File: src/hdl/dvrt_pkg.sv
// package for the distance vector route table
// holds field widths, mode, status and register codes, and the item structs
// no dependencies
package dvrt_pkg;

    localparam int NODE_W     = 4;
    localparam int COST_W     = 8;
    localparam int MODE_W     = 2;
    localparam int STAT_W     = 2;
    localparam int CFG_IDX_W  = 3;
    localparam int CFG_DATA_W = 8;
    localparam int NBR_MAX    = 3;

    localparam int DEF_NODE_COUNT     = 16;
    localparam int DEF_NEIGHBOR_SLOTS = 3;
    localparam int DEF_INFINITE_COST  = 255;

    localparam logic [MODE_W-1:0] MODE_UPDATE = 2'd0;
    localparam logic [MODE_W-1:0] MODE_LOOKUP = 2'd1;
    localparam logic [MODE_W-1:0] MODE_DUMP   = 2'd2;

    localparam logic [STAT_W-1:0] ST_OK       = 2'd0;
    localparam logic [STAT_W-1:0] ST_IMPROVED = 2'd1;
    localparam logic [STAT_W-1:0] ST_UNKNOWN  = 2'd2;
    localparam logic [STAT_W-1:0] ST_NO_ROUTE = 2'd3;

    localparam logic [CFG_IDX_W-1:0] CFG_MY_NODE = 3'd0;
    localparam logic [CFG_IDX_W-1:0] CFG_NBR_A   = 3'd1;
    localparam logic [CFG_IDX_W-1:0] CFG_NBR_B   = 3'd2;
    localparam logic [CFG_IDX_W-1:0] CFG_NBR_C   = 3'd3;
    localparam logic [CFG_IDX_W-1:0] CFG_COST_A  = 3'd4;
    localparam logic [CFG_IDX_W-1:0] CFG_COST_B  = 3'd5;
    localparam logic [CFG_IDX_W-1:0] CFG_COST_C  = 3'd6;

    typedef struct packed {
        logic [MODE_W-1:0] mode;
        logic [NODE_W-1:0] sender;
        logic [NODE_W-1:0] dest_node;
        logic [COST_W-1:0] reported_cost;
    } t_in_item;

    typedef struct packed {
        logic [NODE_W-1:0] out_node;
        logic [COST_W-1:0] out_cost;
        logic [NODE_W-1:0] out_next_hop;
        logic [STAT_W-1:0] status;
        logic              is_last;
    } t_out_item;

endpackage

File: src/hdl/distance_vector_route_table.sv
// update or lookup: result registered from S_EVAL when output is free; input waits till then
// dump: min(NODE_COUNT,16) results, one per cycle unless the output stalls, set by the
// single table read port; the next input is taken the cycle after the last result is loaded
// reset (synchronous): registers go to ids 0 and link costs 255, the per-entry valid bits
// clear at once so all but the own node read as infinity with next hop 0; no clearing pass
module distance_vector_route_table
    import dvrt_pkg::*;
#(
    parameter int NODE_COUNT     = DEF_NODE_COUNT,
    parameter int NEIGHBOR_SLOTS = DEF_NEIGHBOR_SLOTS,
    parameter int INFINITE_COST  = DEF_INFINITE_COST
) (
    input  logic                  i_clk,
    input  logic                  i_rst_n,
    input  logic                  i_cfg_we,
    input  logic [CFG_IDX_W-1:0]  i_cfg_idx,
    input  logic [CFG_DATA_W-1:0] i_cfg_data,
    input  logic                  i_valid,
    output logic                  o_stall,
    input  t_in_item              i_data,
    output logic                  o_valid,
    input  logic                  i_stall,
    output t_out_item             o_data
);

    localparam int DEPTH = (NODE_COUNT < 16) ? NODE_COUNT : 16;
    localparam int AW    = $clog2(DEPTH);
    localparam logic [COST_W-1:0] INF      = COST_W'(INFINITE_COST);
    localparam logic [NODE_W-1:0] LAST_IDX = NODE_W'(DEPTH - 1);

    localparam logic [1:0] S_IDLE = 2'd0;
    localparam logic [1:0] S_EVAL = 2'd1;
    localparam logic [1:0] S_DUMP = 2'd2;

    // configuration registers
    logic [NODE_W-1:0] r_my_id;
    logic [NODE_W-1:0] r_nbr_id  [NBR_MAX];
    logic [COST_W-1:0] r_link_cost [NBR_MAX];

    // route table: cost and next hop per entry
    logic [COST_W+NODE_W-1:0] r_mem [DEPTH];
    logic [DEPTH-1:0]         r_vld;
    logic [COST_W+NODE_W-1:0] r_rd_ent;
    logic                     r_rd_vld;

    logic [1:0]        r_state, n_state;
    t_in_item          r_item;
    logic [NODE_W-1:0] r_dump_idx, n_dump_idx;
    logic              r_out_valid, n_out_valid;
    t_out_item         r_out, n_out;

    logic              in_acc;
    logic              out_free;
    logic              rd_en;
    logic [AW-1:0]     rd_addr;
    logic              wr_en;
    logic [AW-1:0]     wr_addr;
    logic [NODE_W-1:0] dump_next;

    logic [NODE_W-1:0] view_node;
    logic              view_in_range;
    logic [COST_W-1:0] view_cost;
    logic [NODE_W-1:0] view_hop;
    logic [STAT_W-1:0] view_stat;

    logic              slot_hit;
    logic [COST_W-1:0] slot_cost;
    logic [COST_W:0]   sum;
    logic [COST_W-1:0] sat_cost;
    logic              improve;
    logic [STAT_W-1:0] upd_stat;

    assign o_stall   = (r_state != S_IDLE);
    assign in_acc    = i_valid && !o_stall;
    assign out_free  = !r_out_valid || !i_stall;
    assign o_valid   = r_out_valid;
    assign o_data    = r_out;
    assign dump_next = r_dump_idx + 4'd1;

    // configuration writes
    always_ff @(posedge i_clk) begin
        if (!i_rst_n) begin
            r_my_id <= '0;
            for (int i = 0; i < NBR_MAX; i++) begin
                r_nbr_id[i]    <= '0;
                r_link_cost[i] <= 8'd255;
            end
        end else if (i_cfg_we) begin
            unique case (i_cfg_idx)
                CFG_MY_NODE: r_my_id        <= i_cfg_data[NODE_W-1:0];
                CFG_NBR_A:   r_nbr_id[0]    <= i_cfg_data[NODE_W-1:0];
                CFG_NBR_B:   r_nbr_id[1]    <= i_cfg_data[NODE_W-1:0];
                CFG_NBR_C:   r_nbr_id[2]    <= i_cfg_data[NODE_W-1:0];
                CFG_COST_A:  r_link_cost[0] <= i_cfg_data[COST_W-1:0];
                CFG_COST_B:  r_link_cost[1] <= i_cfg_data[COST_W-1:0];
                CFG_COST_C:  r_link_cost[2] <= i_cfg_data[COST_W-1:0];
                default: ;
            endcase
        end
    end

    // read port address: reads happen only in idle and dump, writes only in eval
    always_comb begin
        rd_en   = 1'b0;
        rd_addr = i_data.dest_node[AW-1:0];
        unique case (r_state)
            S_IDLE: begin
                rd_en = in_acc;
                if (i_data.mode == MODE_DUMP) begin
                    rd_addr = '0;
                end
            end
            S_DUMP: begin
                rd_en   = out_free;
                rd_addr = dump_next[AW-1:0];
            end
            default: ;
        endcase
    end

    always_ff @(posedge i_clk) begin
        if (wr_en) begin
            r_mem[wr_addr] <= {sat_cost, r_item.sender};
        end
        if (rd_en) begin
            r_rd_ent <= r_mem[rd_addr];
            r_rd_vld <= r_vld[rd_addr];
        end
    end

    always_ff @(posedge i_clk) begin
        if (!i_rst_n) begin
            r_vld <= '0;
        end else if (wr_en) begin
            r_vld[wr_addr] <= 1'b1;
        end
    end

    // view of one entry, with the own node and out of range handled here
    always_comb begin
        view_node     = (r_state == S_DUMP) ? r_dump_idx : r_item.dest_node;
        view_in_range = (int'(view_node) < NODE_COUNT);
        if (!view_in_range) begin
            view_cost = INF;
            view_hop  = '0;
        end else if (view_node == r_my_id) begin
            view_cost = '0;
            view_hop  = r_my_id;
        end else if (r_rd_vld) begin
            view_cost = r_rd_ent[COST_W+NODE_W-1:NODE_W];
            view_hop  = r_rd_ent[NODE_W-1:0];
        end else begin
            view_cost = INF;
            view_hop  = '0;
        end
        view_stat = (!view_in_range || view_cost >= INF) ? ST_NO_ROUTE : ST_OK;
    end

    // relaxation of one update entry
    always_comb begin
        slot_hit  = 1'b0;
        slot_cost = '0;
        // walk backward so the first matching slot wins
        for (int i = NEIGHBOR_SLOTS - 1; i >= 0; i--) begin
            if (r_link_cost[i] < INF && r_nbr_id[i] == r_item.sender) begin
                slot_hit  = 1'b1;
                slot_cost = r_link_cost[i];
            end
        end
        sum = {1'b0, r_item.reported_cost} + {1'b0, slot_cost};
        if (r_item.reported_cost >= INF || sum >= {1'b0, INF}) begin
            sat_cost = INF;
        end else begin
            sat_cost = sum[COST_W-1:0];
        end
        improve = view_in_range && slot_hit && (r_item.dest_node != r_my_id)
                  && (sat_cost < view_cost);
        priority if (!view_in_range) begin
            upd_stat = ST_NO_ROUTE;
        end else if (!slot_hit) begin
            upd_stat = ST_UNKNOWN;
        end else if (improve) begin
            upd_stat = ST_IMPROVED;
        end else begin
            upd_stat = ST_OK;
        end
    end

    assign wr_en   = (r_state == S_EVAL) && out_free && (r_item.mode == MODE_UPDATE) && improve;
    assign wr_addr = r_item.dest_node[AW-1:0];

    // sequencer and output register
    always_comb begin
        n_state     = r_state;
        n_dump_idx  = r_dump_idx;
        n_out_valid = r_out_valid && i_stall;
        n_out       = r_out;
        unique case (r_state)
            S_IDLE: begin
                if (in_acc) begin
                    if (i_data.mode == MODE_DUMP) begin
                        n_state    = S_DUMP;
                        n_dump_idx = '0;
                    end else if (i_data.mode == MODE_UPDATE || i_data.mode == MODE_LOOKUP) begin
                        n_state = S_EVAL;
                    end
                end
            end
            S_EVAL: begin
                if (out_free) begin
                    n_state            = S_IDLE;
                    n_out_valid        = 1'b1;
                    n_out.out_node     = r_item.dest_node;
                    n_out.is_last      = 1'b1;
                    if (r_item.mode == MODE_UPDATE && improve) begin
                        n_out.out_cost     = sat_cost;
                        n_out.out_next_hop = r_item.sender;
                    end else begin
                        n_out.out_cost     = view_cost;
                        n_out.out_next_hop = view_hop;
                    end
                    n_out.status = (r_item.mode == MODE_UPDATE) ? upd_stat : view_stat;
                end
            end
            S_DUMP: begin
                if (out_free) begin
                    n_out_valid        = 1'b1;
                    n_out.out_node     = r_dump_idx;
                    n_out.out_cost     = view_cost;
                    n_out.out_next_hop = view_hop;
                    n_out.status       = view_stat;
                    n_out.is_last      = (r_dump_idx == LAST_IDX);
                    if (r_dump_idx == LAST_IDX) begin
                        n_state    = S_IDLE;
                        n_dump_idx = '0;
                    end else begin
                        n_dump_idx = dump_next;
                    end
                end
            end
            default: begin
                n_state = S_IDLE;
            end
        endcase
    end

    always_ff @(posedge i_clk) begin
        if (!i_rst_n) begin
            r_state     <= S_IDLE;
            r_dump_idx  <= '0;
            r_out_valid <= 1'b0;
        end else begin
            r_state     <= n_state;
            r_dump_idx  <= n_dump_idx;
            r_out_valid <= n_out_valid;
        end
    end

    always_ff @(posedge i_clk) begin
        r_out <= n_out;
        if (in_acc) begin
            r_item <= i_data;
        end
    end

endmodule
File: config.mk
export PLATFORM = sky130hd
export DESIGN_NAME = distance_vector_route_table
export DESIGN_NICKNAME = d
export VERILOG_FILES = /design/src/hdl/dvrt_pkg.sv /design/src/hdl/distance_vector_route_table.sv
export SDC_FILE = /design/constraint.sdc
export NUM_CORES = 1
export LEC_CHECK = 0
export BUFFER_PORTS_ARGS = -buffer_cell sky130_fd_sc_hd__clkbuf_2
export CORE_ASPECT_RATIO = 0.75
export CORE_MARGIN = 8
export CORE_UTILIZATION = 65
export CTS_BUF_LIST = sky130_fd_sc_hd__clkbuf_16
export CTS_CLUSTER_DIAMETER = 30
export CTS_CLUSTER_SIZE = 8
export DETAILED_ROUTE_END_ITERATION = 16
export PLACE_DENSITY_LB_ADDON = 0.08
export SLEW_MARGIN = 10
export SYNTH_ARGS = -nofsm -noshare
export SYNTH_HDL_FRONTEND = slang
export SYNTH_SLANG_ARGS = --single-unit
export TNS_END_PERCENT = 1
File: constraint.sdc
create_clock -name i_clk -period 10.2 [get_ports i_clk]
set_input_delay 1.02 -clock i_clk [delete_from_list [all_inputs] [get_ports i_clk]]
set_output_delay 1.02 -clock i_clk [all_outputs]
set_load 0.02 [all_outputs]
==> impl_metrics.tcl <==
set metrics [dict create \
    worstSetupEndpointType "flip-flop" \
    finalCoreUtilization_pct 77.7 \
    worstPathRequired_ps 10320 \
    floorplan.die.width_um 179 \
    final_cell_count_no_fill 1146 \
    power.ir.vdd_worst_uv 193 \
    detail_route.wl_per_cell_um 26.9 \
    cts-buffers-inserted 48 \
    cts_hold_buffers 0 \
    finalWirelength_um 30800 \
    maximum_number_of_pins_on_one_net_before_global_route_repair 53 \
    max-slew-margin-rel_pct 18.9 \
    clock_root_buffer "clkbuf_16" \
    yosysTopAreaCell "edfxtp_1" \
    logic_pwr_share_pct 12.7 \
    status "finished, final reports clean" \
    dr.max_layer_used "met4" \
    post-route-period-util_pct 71.8 \
    cts_setup_buffers 0 \
    synth-edff-count 278 \
    post_route_cells_drive_above_1_share_pct 26.8 \
    deepest_clock_path_buffer_count 3 \
    finalWorstPathRequiredPeriod_ps 7320 \
    grt_antenna_before_repair 0 \
    met2WireLength_um 14100 \
    first_global_vias 7749 \
    fp-row-count 44 \
    critical_path.startpoint_type "flip-flop" \
    slowest_delay_ps 930 \
    antenna_violating_nets_post_route 0 \
    area_of_the_multi_input_gates_um2 3900 \
    met3WireLength_um 3240 \
    timing_worst_setup_path_type "reg -> reg" \
    synthTopCellsByArea "edfxtp_1 65%, mux4_2 9.0%, dfxtp_1 4.2%" \
    drc 0 \
    worstPathCellList "xnor2_1 > o211ai_1 > nor3_1 > buf_4 > nor3_1 > a22o_1 > mux2_2 > ha_1 > inv_1 > fa_1 > nand3b_1 > nand2_1 > a211o_1 > nor2_1 > inv_1 > ha_1 > nand4_1 > a21oi_1 > a211oi_1 > o311ai_2 > buf_4 > or2_1 > nor3_2" \
    place.gp.congestion 0.846 \
    critical_path.slowest_cell "nor3_2" \
    post_synth_inst_count 761 \
    routedLengthMet1_um 12600 \
    max_slew.worst_pin.slew_ps 1210 \
    nNetsFinal 920 \
    yosysWarnings 0 \
    drt_iter0_markers 833 \
    setup_skew_ps 21.9 \
    register_clock_pin_slew_on_the_reported_worst_setup_and_hold_paths_ps 50 \
    yosys_register_bits 305 \
    synthesis.area_per_instance_um2 17.0 \
    hp-class "reg -> reg" \
    power_switching_share_pct 24.8 \
    timing.max_cap.violations 0 \
    regArea_um2 8890 \
    setup_repair_after_global_routing_missed_its_margin "false" \
    cell_internal_pwr_mw 2.56 \
    hold_viol_final 0 \
    fp.dieArea_um2 24700 \
    dp.cells 1068 \
    synth_top_area_share_pct 64.5 \
    ys.flop_type "edfxtp_1" \
    cts.repair.resized 0 \
    tritoncts "yes" \
    antenna-diode-count 0 \
    final.fill_count 1054 \
    placed_cell_area_um2 13700 \
    starting_utilization_of_the_core_area_pct 66.6 \
    postSynthNetCount 816 \
    vias 7691 \
    cts_max_level 2 \
    io_buffers 54 \
    via_per_inst 6.71 \
    worstSkewPairLatency_ps 530 \
    report.final.slew_viol_count 0 \
    synth.cell_area_um2 12900 \
    power_share_of_the_clock_group_pct 42.3 \
    finalSetupTns_ps 0 \
    overflow 0 \
    ys_async_sr_fraction_pct 0 \
    setup_violations 0 \
    clkSinkCount 305 \
    core_area_um2 19400 \
    critPathArrivalTime_ps 7450 \
    p_leak_nw 5.33 \
    ys_types 57 \
    stdcell_area_um2 15100 \
    grt.total_usage_pct 25.0 \
    area_growth_syn_to_layout_pct 16.6 \
    pwr_density_cell_nw_per_um2 225 \
    r2r_slack_ps 2880 \
    firstDrtPassIters 5 \
    power_frac_seq_pct 45.0 \
    chipHeight_um 138 \
    place.detailed.hpwl_um 18900 \
    wire_length_of_the_first_global_routing_pass_um 46500 \
    p_sw_mw 0.842 \
    clock.fmax_ghz 0.137 \
    worst_hold_slack_ps 468 \
    critPathMaxFanout 20 \
    yosysSeqAreaShare_pct 68.7 \
    boundaryPins 55 \
]
logic make-up after synthesis:
group                      after synthesis  share of synthesized area [%]
AOI/OAI and AO/OA                      102                           5.75
and+or+nand+nor                        173                           7.90
xor gates and xnor gates                27                           2.06
muxes                                   83                           11.8
DFF                                    305                           68.7
buffers and inverters                   50                           1.74
adders and majority gates               21                           2.09
layout by cell type, fill, tap and decap left out, types with 12 or more instances in the layout:
cell / count
nand3_1: 19
nor4_2: 13
mux4_2: 52
buf_4: 26
ha_1: 20
inv_1: 38
nand4_1: 12
nand2_1: 38
a22oi_1: 14
mux2i_1: 14
clkbuf_2: 54
o21ai_0: 12
nand2b_1: 29
clkbuf_16: 50
o21a_1: 19
dfxtp_1: 27
xnor2_1: 12
edfxtp_1: 278
a21oi_1: 12
power by group through the flow:
stage          combinational (mW)  sequential (mW)  clock, mW
6_report                    0.433             1.53       1.44
2_1_floorplan               0.277             1.55          0
3_3_place_gp                0.408             1.55          0
5_1_grt                     0.468             1.53       1.50
3_5_place_dp                0.424             1.55          0
4_1_cts                     0.429             1.53       1.45
state kept, by name, summed over array words and instances, names as in the netlist, 4 cells and up:
signal / count
o_data: 19
r_dump_idx: 4
r_item: 14
r_link_cost: 24
r_mem: 192
r_my_id: 4
r_nbr_id: 12
r_rd_ent: 12
r_vld: 16
wr_addr: 4
worst max-delay path, delay by kind of cell, from the launching register on:
family | cells | cell delay (ps)
AOI/OAI and AO/OA | 6 | 1270
xor gates and xnor gates | 1 | 160
adders and majority gates | 3 | 950
buffers and inverters | 4 | 970
DFF | 1 | 790
muxes | 1 | 150
and+or+nand+nor | 8 | 2630
path summary, 6_finish.rpt:
| path | start | endpoint | cells after the start |
|---|---|---|---|
| setup / recovery | r_item[14] | r_mem[7][3] | 23 |
| setup reg to reg | r_item[14] | r_mem[7][3] | 23 |
| hold reg to reg | r_vld[9] | r_vld[9] | 1 |
| hold / removal | r_vld[9] | r_vld[9] | 1 |
layout make-up:
type / instances / area share (%)
clock buffer: 50 / 8.29
inverter: 24 / 0.597
tap: 253 / 2.10
timing repair buffer: 80 / 3.08
multi-input combinational: 406 / 25.8
clock inverter: 28 / 1.19
sequential: 305 / 58.9
synth_stat cells, types with 4 or more instances:
master    number
mux2i_1       14
nor2b_1       11
nand3_1       19
a22o_1         8
nand4_1       12
nand2b_1      29
ha_1          20
nor4_1         4
edfxtp_1     278
o21a_1        19
mux2_4         6
o21ai_0       14
a22oi_1       14
xor2_2         4
and2_1         9
mux2_2        11
nand2_1       38
dfxtp_1       27
mux4_2        52
buf_2          6
nor2_1        12
xnor2_1       12
a21o_1        10
nor3_1        13
clkbuf_1      15
inv_1         24
a21oi_1       12
xor2_1        11
nor4_2         9
per-layer routing:
metal,up-vias,global-route usage (%)
met1,3871,35.8
met3,69,5.99
li1,3226,-
met4,0,8.16
met2,525,37.5
met5,-,0
stage by stage:
| step | worst slack [ps] | power, mW |
|---|---|---|
| finish | 2880 | 3.40 |
| global route | 2580 | 3.50 |
| CTS | 2970 | 3.41 |
| floorplan | 3680 | 1.83 |
| detailed placement | 3070 | 1.97 |
| global placement | 3480 | 1.96 |
Note: power is estimated with default switching activity, not from simulation.
